===== config.mk =====
export PLATFORM = sky130hd
export DESIGN_NAME = contact_force_drill_controller_top
export DESIGN_NICKNAME = d
export VERILOG_FILES = /design/src/rtl/cfdc_pkg.sv /design/src/rtl/contact_force_drill_controller_top.sv
export SDC_FILE = /design/constraint.sdc
export NUM_CORES = 2
export LEC_CHECK = 0
export ABC_AREA = 1
export BUFFER_PORTS_ARGS = -buffer_cell sky130_fd_sc_hd__buf_2
export CELL_PAD_IN_SITES_DETAIL_PLACEMENT = 0
export CELL_PAD_IN_SITES_GLOBAL_PLACEMENT = 2
export CORE_MARGIN = 3
export CORE_UTILIZATION = 30
export DETAILED_ROUTE_END_ITERATION = 7
export PLACE_DENSITY = 0.68
export SETUP_SLACK_MARGIN = 0.02
export SYNTH_ARGS = -nofsm -noshare
export SYNTH_HDL_FRONTEND = slang
export SYNTH_SLANG_ARGS = --single-unit

===== constraint.sdc =====
create_clock -name clk_i -period 11.63 [get_ports clk_i]
set_input_delay 0.5815 -clock clk_i [delete_from_list [all_inputs] [get_ports clk_i]]
set_output_delay 0.5815 -clock clk_i [all_outputs]
set_load 0.1 [all_outputs]

===== src/rtl/cfdc_pkg.sv =====
`default_nettype none
// ----------------------------------------------------------------------------
// cfdc_pkg: shared types and constants of the contact force drill controller
// Phase codes, sequencer states, multiply operation tags, register indexes
// and fixed widths of the datapath.
// ----------------------------------------------------------------------------
package cfdc_pkg;

  // Contact phase, as reported on the result port.
  typedef enum logic [1:0] {
    PH_FREE     = 2'd0,
    PH_APPROACH = 2'd1,
    PH_ACTIVE   = 2'd2,
    PH_RELEASE  = 2'd3
  } phase_e;

  // Sequencer states, one-hot.
  typedef enum logic [4:0] {
    ST_IDLE   = 5'b00001,
    ST_DECIDE = 5'b00010,
    ST_MUL    = 5'b00100,
    ST_POST   = 5'b01000,
    ST_FIN    = 5'b10000
  } state_e;

  // Which product the shared multiplier is working on.
  typedef enum logic [2:0] {
    OP_FREE = 3'd0,
    OP_APPR = 3'd1,
    OP_ACT1 = 3'd2,
    OP_ACT2 = 3'd3,
    OP_ACT3 = 3'd4
  } mul_op_e;

  // Register indexes on the configuration port (byte address is 8 * index).
  localparam logic [2:0] REG_APPROACH_GAIN   = 3'd0;
  localparam logic [2:0] REG_APPROACH_LIMIT  = 3'd1;
  localparam logic [2:0] REG_VELOCITY_GAIN   = 3'd2;
  localparam logic [2:0] REG_VELOCITY_LIMIT  = 3'd3;
  localparam logic [2:0] REG_FORCE_THRESHOLD = 3'd4;
  localparam logic [2:0] REG_START_VELOCITY  = 3'd5;

  localparam int unsigned AddrW = 6;
  localparam int unsigned DataW = 64;
  localparam int unsigned GainW = 40;
  localparam int unsigned LimW  = 31;
  localparam int unsigned MulAW = 48;
  localparam int unsigned MulBW = 40;
  localparam int unsigned AccW  = 88;

  // Longest accepted tick interval, 0.5 s in units of 2^-16 s.
  localparam logic [15:0] HALF_SECOND = 16'd32768;

  // Register reset values.
  localparam logic [39:0] APPROACH_GAIN_RST   = 40'd28147498;
  localparam logic [30:0] APPROACH_LIMIT_RST  = 31'd53687091;
  localparam logic [39:0] VELOCITY_GAIN_RST   = 40'd281474977;
  localparam logic [30:0] VELOCITY_LIMIT_RST  = 31'd1073742;
  localparam logic [30:0] FORCE_THRESHOLD_RST = 31'd327680;
  localparam logic [31:0] START_VELOCITY_RST  = 32'd1073742;

endpackage
`default_nettype wire


===== src/rtl/contact_force_drill_controller_top.sv =====
`default_nettype none
// ----------------------------------------------------------------------------
// contact_force_drill_controller_top: force-controlled drilling step per tick
// Four-phase contact machine with a shared byte-serial multiplier that forms
// the approach step, the force-driven velocity correction and the z step.
// ----------------------------------------------------------------------------
// One control word is taken at a time. A word with a tick interval of zero or
// above 0.5 s is dropped in its accept cycle and gives no result. Any other
// word occupies the block until its result enters the output register; the
// releasing phase forms no product, approaching and free one, active three.
// The occupancy is set by the single 48 x 8 multiply-accumulate unit, which
// takes one byte of its second operand per cycle (two bytes of the tick
// interval, five of a 40-bit operand), and by the three dependent products
// of the active phase. The result sits in an output register, so a new word
// is taken while the previous result still waits downstream.
// ----------------------------------------------------------------------------
module contact_force_drill_controller_top #(
  parameter int unsigned CONTACT_TICKS = 3
) (
  input  wire                         clk_i,
  input  wire                         rst_ni,
  // configuration port
  input  wire                         psel,
  input  wire                         penable,
  input  wire                         pwrite,
  input  wire [cfdc_pkg::AddrW-1:0]   paddr,
  input  wire [cfdc_pkg::DataW-1:0]   pwdata,
  output logic [cfdc_pkg::DataW-1:0]  prdata,
  output logic                        pready,
  // input words
  input  wire                         in_valid_i,
  output logic                        in_stall_o,
  input  wire signed [31:0]           measured_force_i,
  input  wire signed [31:0]           measured_velocity_i,
  input  wire signed [31:0]           target_force_i,
  input  wire signed [31:0]           current_z_i,
  input  wire [15:0]                  tick_interval_i,
  // result words
  output logic                        out_valid_o,
  input  wire                         out_stall_i,
  output logic signed [31:0]          target_z_o,
  output logic                        go_home_o,
  output logic [1:0]                  contact_phase_o
);

  import cfdc_pkg::*;

  localparam int unsigned DbW = $clog2(CONTACT_TICKS + 1);

  // Configuration registers
  logic [GainW-1:0] approach_gain_q;
  logic [LimW-1:0]  approach_limit_q;
  logic [GainW-1:0] velocity_gain_q;
  logic [LimW-1:0]  velocity_limit_q;
  logic [LimW-1:0]  force_threshold_q;
  logic [31:0]      start_velocity_q;
  logic             cfg_we;

  // Sequencer and captured word
  state_e           state_q, state_d;
  mul_op_e          op_q, op_d;
  logic [31:0]      force_q, meas_v_q, target_q, cur_z_q;
  logic [15:0]      dt_q;
  logic             in_accept, dt_ok;

  // Controller state
  phase_e           phase_q, phase_d;
  logic [DbW-1:0]   deb_q, deb_d, deb_inc;
  logic [31:0]      cv_q, cv_d;

  // Shared multiplier
  logic [MulAW-1:0] mul_a_q, mul_a_d;
  logic [MulBW-1:0] mul_b_q, mul_b_d;
  logic [2:0]       dig_cnt_q, dig_cnt_d;
  logic [AccW-1:0]  acc_q, acc_d;
  logic [55:0]      mul_prod;
  logic             neg_q, neg_d;
  logic [31:0]      res_z_q, res_z_d;

  // Output register
  logic             out_valid_q, out_valid_d, out_load;
  logic [31:0]      target_z_q;
  logic             go_home_q;
  phase_e           out_phase_q;

  // Decision and post-processing terms
  logic             above;
  logic [32:0]      thr_ext, e_free, mag_free, e_act, mag_act;
  logic [31:0]      cv_new;
  logic [32:0]      cv_ext, cv_mag;
  logic [53:0]      free_step_raw;
  logic [30:0]      free_step;
  logic [37:0]      m_raw;
  logic [30:0]      m_clamped;
  logic [31:0]      dv;
  logic [32:0]      lim_ext, neg_lim, nv_sum;
  logic [31:0]      nv;
  logic [33:0]      s_sum, s_mag;

  // --------------------------------------------------------------------------
  // Configuration port
  // --------------------------------------------------------------------------
  assign pready = 1'b1;
  assign cfg_we = psel & penable & pwrite;

  always_ff @(posedge clk_i or negedge rst_ni) begin
    if (!rst_ni) begin
      approach_gain_q   <= APPROACH_GAIN_RST;
      approach_limit_q  <= APPROACH_LIMIT_RST;
      velocity_gain_q   <= VELOCITY_GAIN_RST;
      velocity_limit_q  <= VELOCITY_LIMIT_RST;
      force_threshold_q <= FORCE_THRESHOLD_RST;
      start_velocity_q  <= START_VELOCITY_RST;
    end else if (cfg_we) begin
      case (paddr[5:3])
        REG_APPROACH_GAIN:   approach_gain_q   <= pwdata[GainW-1:0];
        REG_APPROACH_LIMIT:  approach_limit_q  <= pwdata[LimW-1:0];
        REG_VELOCITY_GAIN:   velocity_gain_q   <= pwdata[GainW-1:0];
        REG_VELOCITY_LIMIT:  velocity_limit_q  <= pwdata[LimW-1:0];
        REG_FORCE_THRESHOLD: force_threshold_q <= pwdata[LimW-1:0];
        REG_START_VELOCITY:  start_velocity_q  <= pwdata[31:0];
        default: ;
      endcase
    end
  end

  always_comb begin
    case (paddr[5:3])
      REG_APPROACH_GAIN:   prdata = {24'd0, approach_gain_q};
      REG_APPROACH_LIMIT:  prdata = {33'd0, approach_limit_q};
      REG_VELOCITY_GAIN:   prdata = {24'd0, velocity_gain_q};
      REG_VELOCITY_LIMIT:  prdata = {33'd0, velocity_limit_q};
      REG_FORCE_THRESHOLD: prdata = {33'd0, force_threshold_q};
      REG_START_VELOCITY:  prdata = {32'd0, start_velocity_q};
      default:             prdata = '0;
    endcase
  end

  // --------------------------------------------------------------------------
  // Input handshake
  // --------------------------------------------------------------------------
  assign in_stall_o = (state_q != ST_IDLE);
  assign in_accept  = in_valid_i & (state_q == ST_IDLE);
  assign dt_ok      = (tick_interval_i != 16'd0) && (tick_interval_i <= HALF_SECOND);

  always_ff @(posedge clk_i) begin
    if (in_accept) begin
      force_q  <= measured_force_i;
      meas_v_q <= measured_velocity_i;
      target_q <= target_force_i;
      cur_z_q  <= current_z_i;
      dt_q     <= tick_interval_i;
    end
  end

  // --------------------------------------------------------------------------
  // Arithmetic terms
  // --------------------------------------------------------------------------
  assign thr_ext  = {2'b00, force_threshold_q};
  assign above    = $signed({force_q[31], force_q}) >= $signed(thr_ext);
  assign e_free   = {force_q[31], force_q} - thr_ext;
  assign mag_free = e_free[32] ? (33'd0 - e_free) : e_free;
  assign e_act    = {force_q[31], force_q} - {target_q[31], target_q};
  assign mag_act  = e_act[32] ? (33'd0 - e_act) : e_act;
  assign deb_inc  = deb_q + DbW'(1);

  // Velocity after the approaching-phase debounce update.
  always_comb begin
    cv_new = cv_q;
    if (above) begin
      if (deb_inc >= DbW'(CONTACT_TICKS)) begin
        cv_new = meas_v_q;
      end else if (deb_inc == DbW'(1)) begin
        cv_new = start_velocity_q;
      end
    end
  end
  assign cv_ext = {cv_new[31], cv_new};
  assign cv_mag = cv_new[31] ? (33'd0 - cv_ext) : cv_ext;

  // Byte-serial multiply, most significant byte of the second operand first.
  assign mul_prod = mul_a_q * mul_b_q[MulBW-1 -: 8];

  // Free phase: clamped approach step.
  assign free_step_raw = acc_q[AccW-1:34];
  assign free_step = (free_step_raw > {23'd0, approach_limit_q}) ?
                     approach_limit_q : free_step_raw[30:0];

  // Active phase: clamped velocity correction, new velocity and step operand.
  assign m_raw     = acc_q[AccW-1:50];
  assign m_clamped = (m_raw > {7'd0, velocity_limit_q}) ?
                     velocity_limit_q : m_raw[30:0];
  assign dv        = neg_q ? (32'd0 - {1'b0, m_clamped}) : {1'b0, m_clamped};
  assign lim_ext   = {2'b00, velocity_limit_q};
  assign neg_lim   = 33'd0 - lim_ext;
  assign nv_sum    = {cv_q[31], cv_q} + {dv[31], dv};
  always_comb begin
    if ($signed(nv_sum) > $signed(lim_ext)) begin
      nv = lim_ext[31:0];
    end else if ($signed(nv_sum) < $signed(neg_lim)) begin
      nv = neg_lim[31:0];
    end else begin
      nv = nv_sum[31:0];
    end
  end
  assign s_sum = {cv_q[31], cv_q, 1'b0} + {{2{dv[31]}}, dv};
  assign s_mag = s_sum[33] ? (34'd0 - s_sum) : s_sum;

  // --------------------------------------------------------------------------
  // Sequencer
  // --------------------------------------------------------------------------
  assign out_load = (state_q == ST_FIN) && (!out_valid_q || !out_stall_i);

  always_comb begin
    state_d   = state_q;
    op_d      = op_q;
    phase_d   = phase_q;
    deb_d     = deb_q;
    cv_d      = cv_q;
    mul_a_d   = mul_a_q;
    mul_b_d   = mul_b_q;
    dig_cnt_d = dig_cnt_q;
    acc_d     = acc_q;
    neg_d     = neg_q;
    res_z_d   = res_z_q;

    case (state_q)
      ST_IDLE: begin
        if (in_accept && dt_ok) begin
          state_d = ST_DECIDE;
        end
      end

      ST_DECIDE: begin
        acc_d = '0;
        case (phase_q)
          PH_FREE: begin
            if (above) begin
              if (deb_inc >= DbW'(CONTACT_TICKS)) begin
                phase_d = PH_APPROACH;
                deb_d   = '0;
              end else begin
                deb_d = deb_inc;
              end
            end else begin
              deb_d = '0;
            end
            mul_a_d   = {8'd0, approach_gain_q};
            mul_b_d   = {7'd0, mag_free};
            dig_cnt_d = 3'd4;
            op_d      = OP_FREE;
            state_d   = ST_MUL;
          end
          PH_APPROACH: begin
            if (above) begin
              if (deb_inc >= DbW'(CONTACT_TICKS)) begin
                phase_d = PH_ACTIVE;
                deb_d   = '0;
              end else begin
                deb_d = deb_inc;
              end
            end else begin
              deb_d   = '0;
              phase_d = PH_FREE;
            end
            cv_d      = cv_new;
            neg_d     = cv_new[31];
            mul_a_d   = {15'd0, cv_mag};
            mul_b_d   = {dt_q, 24'd0};
            dig_cnt_d = 3'd1;
            op_d      = OP_APPR;
            state_d   = ST_MUL;
          end
          PH_ACTIVE: begin
            if (!above) begin
              if (deb_inc >= DbW'(CONTACT_TICKS)) begin
                phase_d = PH_RELEASE;
                deb_d   = '0;
              end else begin
                deb_d = deb_inc;
              end
            end else begin
              deb_d = '0;
            end
            neg_d     = e_act[32];
            mul_a_d   = {15'd0, mag_act};
            mul_b_d   = {dt_q, 24'd0};
            dig_cnt_d = 3'd1;
            op_d      = OP_ACT1;
            state_d   = ST_MUL;
          end
          default: begin
            // Releasing: force back above threshold returns to active, no step.
            if (above) begin
              phase_d = PH_ACTIVE;
              deb_d   = '0;
            end
            res_z_d = cur_z_q;
            state_d = ST_FIN;
          end
        endcase
      end

      ST_MUL: begin
        acc_d   = {acc_q[AccW-9:0], 8'd0} + {32'd0, mul_prod};
        mul_b_d = {mul_b_q[MulBW-9:0], 8'd0};
        if (dig_cnt_q == 3'd0) begin
          state_d = ST_POST;
        end else begin
          dig_cnt_d = dig_cnt_q - 3'd1;
        end
      end

      ST_POST: begin
        case (op_q)
          OP_FREE: begin
            res_z_d = cur_z_q - {1'b0, free_step};
            state_d = ST_FIN;
          end
          OP_APPR: begin
            res_z_d = neg_q ? (cur_z_q + acc_q[47:16]) : (cur_z_q - acc_q[47:16]);
            state_d = ST_FIN;
          end
          OP_ACT1: begin
            // Error magnitude times interval, now scaled by the velocity gain.
            acc_d     = '0;
            mul_a_d   = acc_q[MulAW-1:0];
            mul_b_d   = velocity_gain_q;
            dig_cnt_d = 3'd4;
            op_d      = OP_ACT2;
            state_d   = ST_MUL;
          end
          OP_ACT2: begin
            // The step uses the old velocity, so it is formed before the update.
            cv_d      = nv;
            neg_d     = s_sum[33];
            acc_d     = '0;
            mul_a_d   = {14'd0, s_mag};
            mul_b_d   = {dt_q, 24'd0};
            dig_cnt_d = 3'd1;
            op_d      = OP_ACT3;
            state_d   = ST_MUL;
          end
          OP_ACT3: begin
            res_z_d = neg_q ? (cur_z_q - acc_q[48:17]) : (cur_z_q + acc_q[48:17]);
            state_d = ST_FIN;
          end
          default: begin
            state_d = ST_FIN;
          end
        endcase
      end

      ST_FIN: begin
        if (out_load) begin
          state_d = ST_IDLE;
        end
      end

      default: begin
        state_d = ST_IDLE;
      end
    endcase
  end

  always_ff @(posedge clk_i or negedge rst_ni) begin
    if (!rst_ni) begin
      state_q <= ST_IDLE;
      op_q    <= OP_FREE;
      phase_q <= PH_FREE;
      deb_q   <= '0;
      cv_q    <= '0;
    end else begin
      state_q <= state_d;
      op_q    <= op_d;
      phase_q <= phase_d;
      deb_q   <= deb_d;
      cv_q    <= cv_d;
    end
  end

  always_ff @(posedge clk_i) begin
    mul_a_q   <= mul_a_d;
    mul_b_q   <= mul_b_d;
    dig_cnt_q <= dig_cnt_d;
    acc_q     <= acc_d;
    neg_q     <= neg_d;
    res_z_q   <= res_z_d;
  end

  // --------------------------------------------------------------------------
  // Output register
  // --------------------------------------------------------------------------
  always_comb begin
    out_valid_d = out_valid_q;
    if (out_valid_q && !out_stall_i) begin
      out_valid_d = 1'b0;
    end
    if (out_load) begin
      out_valid_d = 1'b1;
    end
  end

  always_ff @(posedge clk_i or negedge rst_ni) begin
    if (!rst_ni) begin
      out_valid_q <= 1'b0;
    end else begin
      out_valid_q <= out_valid_d;
    end
  end

  // A releasing result holds position and asks for the home pose.
  always_ff @(posedge clk_i) begin
    if (out_load) begin
      target_z_q  <= (phase_q == PH_RELEASE) ? cur_z_q : res_z_q;
      go_home_q   <= (phase_q == PH_RELEASE);
      out_phase_q <= phase_q;
    end
  end

  assign out_valid_o     = out_valid_q;
  assign target_z_o      = target_z_q;
  assign go_home_o       = go_home_q;
  assign contact_phase_o = out_phase_q;

endmodule
`default_nettype wire

==> impl_metrics.prom <==
# TYPE chip_impl_metric gauge
chip_impl_metric{name="grt_pass1_wl",unit="mm"} 439
chip_impl_metric{name="rows",unit=""} 169
chip_impl_metric{name="finish.cell_count_without_fillers",unit=""} 12100
chip_impl_info{name="crit_top_cell",value="sky130_fd_sc_hd__nand2_1"} 1
chip_impl_metric{name="core_area",unit="um^2"} 212000
chip_impl_metric{name="via_count",unit=""} 62300
chip_impl_metric{name="p_sw",unit="mW"} 15.4
chip_impl_metric{name="power.internal",unit="mW"} 10.5
chip_impl_metric{name="stdcell_area",unit="um^2"} 72900
chip_impl_metric{name="route.detailed.wl_per_inst",unit="um"} 25.5
chip_impl_metric{name="met3_usage",unit=""} 0.0312
chip_impl_metric{name="placed_cells",unit=""} 11800
chip_impl_metric{name="dp_worst_setup_slack",unit="ns"} 1.82
chip_impl_metric{name="globalRouteMet1Util",unit=""} 0.362
chip_impl_metric{name="cts.path.max_buffers",unit=""} 3
chip_impl_metric{name="cp_max_fo",unit=""} 40
chip_impl_metric{name="final_core_util",unit=""} 0.343
chip_impl_metric{name="post_cts_resized",unit=""} 0
chip_impl_metric{name="cts_hold_repair.buffers",unit=""} 146
chip_impl_metric{name="drt-initial-drc-count",unit=""} 5264
chip_impl_metric{name="asyncSetResetFlopFracSynth",unit=""} 0.390
chip_impl_info{name="type_of_element_launching_the_critical_path",value="flip-flop"} 1
chip_impl_info{name="unrepaired_setup_endpoints_after_global_routing",value="false"} 1
chip_impl_metric{name="die_y",unit="um"} 468
chip_impl_metric{name="met2_usage",unit=""} 0.463
chip_impl_metric{name="p_clk_frac",unit=""} 0.109
chip_impl_metric{name="worstPathArrival",unit="ns"} 10.68
chip_impl_metric{name="p_leak",unit="nW"} 35.1
chip_impl_metric{name="synth_fa_ha_area_frac",unit=""} 0.176
chip_impl_metric{name="clkTransAtPathRegs",unit="ns"} 0.06
chip_impl_metric{name="num-nets-final",unit=""} 10200
chip_impl_info{name="path_class",value="reg2reg"} 1
chip_impl_info{name="end_kind",value="flip-flop"} 1
chip_impl_info{name="grt_most_used_layer",value="met2"} 1
chip_impl_metric{name="clock_skew",unit="ns"} 0.121
chip_impl_metric{name="place.port_buffers",unit=""} 270
chip_impl_metric{name="antenna_violations_before_repair",unit=""} 20
chip_impl_metric{name="pwr_density_cell",unit="nW/um^2"} 356
chip_impl_metric{name="io_pins",unit=""} 323
chip_impl_info{name="worst_hold_path_type",value="in2reg"} 1
chip_impl_metric{name="post_dp_cell_area",unit="um^2"} 68400
chip_impl_metric{name="placer_congestion_estimate",unit=""} 0.942
chip_impl_info{name="status",value="finished clean"} 1
chip_impl_metric{name="clock_latency",unit="ns"} 0.81
chip_impl_metric{name="ys.warnings.count",unit=""} 0
chip_impl_metric{name="grt_overall_usage",unit=""} 0.276
chip_impl_metric{name="finalWorstSetupSlack",unit="ns"} 1.68
chip_impl_metric{name="area_fraction_in_and_or_nand_and_nor_cells_after_synthesis",unit=""} 0.250
chip_impl_metric{name="critPathRequiredTime",unit="ns"} 12.35
chip_impl_metric{name="detail-route-antenna-nets",unit=""} 0
chip_impl_metric{name="clkSinkCount",unit=""} 641
chip_impl_metric{name="post_synth_inst_count",unit=""} 8950
chip_impl_metric{name="synth_compound_area_frac",unit=""} 0.149
chip_impl_metric{name="dp_hpwl",unit="mm"} 253
chip_impl_metric{name="syn-mean-instance-area",unit="um^2"} 7.17
chip_impl_info{name="clock_tree.root_cell",value="sky130_fd_sc_hd__clkbuf_16"} 1
chip_impl_metric{name="worstMarginPinSlew",unit="ns"} 1.17
chip_impl_metric{name="grt_overflow_total",unit=""} 0
chip_impl_metric{name="hold_slack",unit="ns"} 0.0640
chip_impl_metric{name="share_seq_of_total_power",unit=""} 0.143
chip_impl_metric{name="seq_total_area_yosys",unit=""} 0.282
chip_impl_metric{name="design_power_total",unit="mW"} 25.9
chip_impl_metric{name="number_of_global_route_vias_before_repair",unit=""} 61300
chip_impl_metric{name="post_synth_mux_area_share",unit=""} 0.000351
chip_impl_metric{name="setup_total_negative_slack",unit="ns"} 0
chip_impl_metric{name="filler_cell_count",unit=""} 23100
chip_impl_metric{name="vias_per_cell",unit=""} 5.13
chip_impl_info{name="main_combinational_cell_family_by_area_after_synthesis",value="simple AND/OR/NAND/NOR gates"} 1
chip_impl_metric{name="cts-htree-levels",unit=""} 3
chip_impl_metric{name="setup_viol",unit=""} 0
chip_impl_metric{name="hold_viol_final",unit=""} 0
chip_impl_metric{name="cts.repair_timing.setup_buffer_count",unit=""} 0
chip_impl_metric{name="timing.final.crit_share",unit=""} 0.856
chip_impl_metric{name="peakVddDrop",unit="mV"} 0.359
chip_impl_metric{name="grt_max_degree",unit=""} 91
chip_impl_metric{name="initial_core_util",unit=""} 0.302
chip_impl_metric{name="timing.final.max_slew_violations",unit=""} 0
chip_impl_metric{name="layout-drive-gt1-share",unit=""} 0.0785
chip_impl_info{name="synth_ff_type",value="sky130_fd_sc_hd__edfxtp_1"} 1
chip_impl_metric{name="swShare",unit=""} 0.594
chip_impl_info{name="crit_slowest_cell",value="sky130_fd_sc_hd__nand2_2"} 1
chip_impl_metric{name="routed_wl",unit="mm"} 309
chip_impl_metric{name="finalCriticalPeriod",unit="ns"} 9.95
chip_impl_metric{name="cts_inserted_buffers",unit=""} 88
chip_impl_metric{name="crit_path_max_incr_delay",unit="ns"} 0.90
chip_impl_metric{name="synth_enable_flop_cells",unit=""} 391
chip_impl_metric{name="maxClockFrequency",unit="GHz"} 0.100
chip_impl_metric{name="die_width",unit="um"} 468
chip_impl_metric{name="max-slew-margin-rel",unit=""} 0.220
chip_impl_metric{name="cap_violations",unit=""} 0
chip_impl_metric{name="synthesis.area",unit="um^2"} 64200
chip_impl_metric{name="combinationalPowerShare",unit=""} 0.749
chip_impl_info{name="tritoncts",value="yes"} 1
chip_impl_metric{name="drc",unit=""} 0
chip_impl_metric{name="die_area",unit="um^2"} 219000
chip_impl_metric{name="area_added_between_synthesis_and_finish",unit="%"} 13.6
chip_impl_metric{name="dr.pass1.iters",unit=""} 6
chip_impl_metric{name="ys_types",unit=""} 77
chip_impl_metric{name="total_of_flip_flops_plus_latches_after_synthesis",unit=""} 641
chip_impl_metric{name="synth-xor-area-share",unit=""} 0.0296
power by group through the flow:
stage	clock network (mW)	registers [mW]	logic [mW]
after floorplan	0	3.35	13.0
after global placement	0	3.73	19.2
after detailed placement	0	3.73	19.3
after CTS	2.89	3.69	19.4
after global routing	2.97	3.73	21.7
final	2.82	3.70	19.4
final timing paths:
| check | startpoint | to | slack, ns | cells past startpoint |
|---|---|---|---|---|
| worst max register to register | velocity_limit_q[20] | cv_q[31] | 1.68 | 42 |
| worst min-delay path | tick_interval_i[13] | dt_q[13] | 0.06 | 1 |
| min in group asynchronous | rst_ni | cv_q[30] | 0.36 | 2 |
| max in group asynchronous | rst_ni | velocity_gain_q[34] | 8.93 | 4 |
| worst max-delay path | velocity_limit_q[20] | cv_q[31] | 1.68 | 42 |
| worst min register to register | approach_limit_q[6] | approach_limit_q[6] | 0.49 | 2 |
worst max-delay path: cells and delay by family (launching register included):
| family | cells | cell delay [ns] |
|---|---|---|
| and+or+nand+nor | 24 | 5.37 |
| buffers and inverters | 6 | 0.95 |
| DFF | 1 | 0.73 |
| adders and majority gates | 4 | 1.35 |
| xor gates and xnor gates | 2 | 0.49 |
| AOI/OAI and AO/OA | 6 | 0.95 |
cells in the mapped netlist, types with 24 or more instances:
| cell type | instances | share of area |
|---|---|---|
| sky130_fd_sc_hd__a21oi_1 | 539 | 0.042 |
| sky130_fd_sc_hd__xor2_1 | 154 | 0.021 |
| sky130_fd_sc_hd__a31oi_1 | 59 | 0.0058 |
| sky130_fd_sc_hd__o21a_1 | 39 | 0.0046 |
| sky130_fd_sc_hd__fa_1 | 328 | 0.10 |
| sky130_fd_sc_hd__dfstp_2 | 64 | 0.026 |
| sky130_fd_sc_hd__clkbuf_1 | 183 | 0.011 |
| sky130_fd_sc_hd__dfrtp_1 | 186 | 0.073 |
| sky130_fd_sc_hd__a21boi_0 | 24 | 0.0028 |
| sky130_fd_sc_hd__nor3_1 | 111 | 0.0087 |
| sky130_fd_sc_hd__o211ai_1 | 63 | 0.0074 |
| sky130_fd_sc_hd__edfxtp_1 | 391 | 0.18 |
| sky130_fd_sc_hd__clkbuf_2 | 48 | 0.0037 |
| sky130_fd_sc_hd__inv_1 | 1502 | 0.088 |
| sky130_fd_sc_hd__buf_4 | 30 | 0.0035 |
| sky130_fd_sc_hd__nand3_1 | 471 | 0.037 |
| sky130_fd_sc_hd__o21ai_1 | 57 | 0.0044 |
| sky130_fd_sc_hd__nor4_1 | 34 | 0.0033 |
| sky130_fd_sc_hd__nor2_1 | 712 | 0.042 |
| sky130_fd_sc_hd__nand4_1 | 91 | 0.0089 |
| sky130_fd_sc_hd__a22oi_1 | 50 | 0.0059 |
| sky130_fd_sc_hd__buf_1 | 26 | 0.0015 |
| sky130_fd_sc_hd__nand2_2 | 27 | 0.0026 |
| sky130_fd_sc_hd__ha_1 | 380 | 0.074 |
| sky130_fd_sc_hd__buf_2 | 34 | 0.0027 |
| sky130_fd_sc_hd__a221oi_1 | 34 | 0.0046 |
| sky130_fd_sc_hd__o22ai_1 | 38 | 0.0037 |
| sky130_fd_sc_hd__xnor2_1 | 61 | 0.0083 |
| sky130_fd_sc_hd__nand2_1 | 2276 | 0.13 |
| sky130_fd_sc_hd__o21ai_0 | 665 | 0.052 |
per-layer routing:
metal | vias to the layer above | wire (um)
li1 | 29600 | -
met1 | 30400 | 133000
met2 | 1911 | 145000
met3 | 389 | 15600
met4 | 4 | 15000
met5 | - | 26
final cells by class:
| cell class | count | area, um^2 | share of cell area |
|---|---|---|---|
| well taps | 2821 | 3530 | 0.0484 |
| diodes | 6 | 15.0 | 0.000206 |
| flip-flops and latches | 641 | 18100 | 0.248 |
| inverters | 1524 | 5720 | 0.0785 |
| clock buffers | 108 | 2330 | 0.0319 |
| clock inverters | 58 | 634 | 0.00871 |
| multi-input cells | 6477 | 39000 | 0.536 |
| repair buffers | 511 | 3540 | 0.0485 |
kinds of logic (layout without fill, tap and decap cells):
logic type / Yosys count / in the layout
and+or+nand+nor: 3838 / 3838
buffers and inverters: 1855 / 2201
AOI/OAI and AO/OA: 1688 / 1688
adders and majority gates: 708 / 708
DFF: 641 / 641
xor gates and xnor gates: 216 / 216
other: 2 / 31
muxes: 2 / 2
sequential cells by signal, indices dropped and copies added, names as in the netlist, 32 cells and up:
name              flops
cv_q                 32
start_velocity_q     32
cur_z_q              32
target_q             32
acc_q                88
meas_v_q             32
force_q              32
approach_gain_q      40
res_z_q              32
mul_a_q              48
mul_b_q              40
target_z_o           32
velocity_gain_q      40
placed cells by master (no fill, tap or decap), types with 186 or more instances in the layout:
master / n
sky130_fd_sc_hd__buf_2: 269
sky130_fd_sc_hd__edfxtp_1: 391
sky130_fd_sc_hd__nand3_1: 471
sky130_fd_sc_hd__a21oi_1: 538
sky130_fd_sc_hd__fa_1: 328
sky130_fd_sc_hd__nor2_1: 703
sky130_fd_sc_hd__nand2_1: 2272
sky130_fd_sc_hd__dfrtp_1: 186
sky130_fd_sc_hd__ha_1: 378
sky130_fd_sc_hd__inv_1: 1501
sky130_fd_sc_hd__o21ai_0: 664
Power figures use the tool's default switching activity.
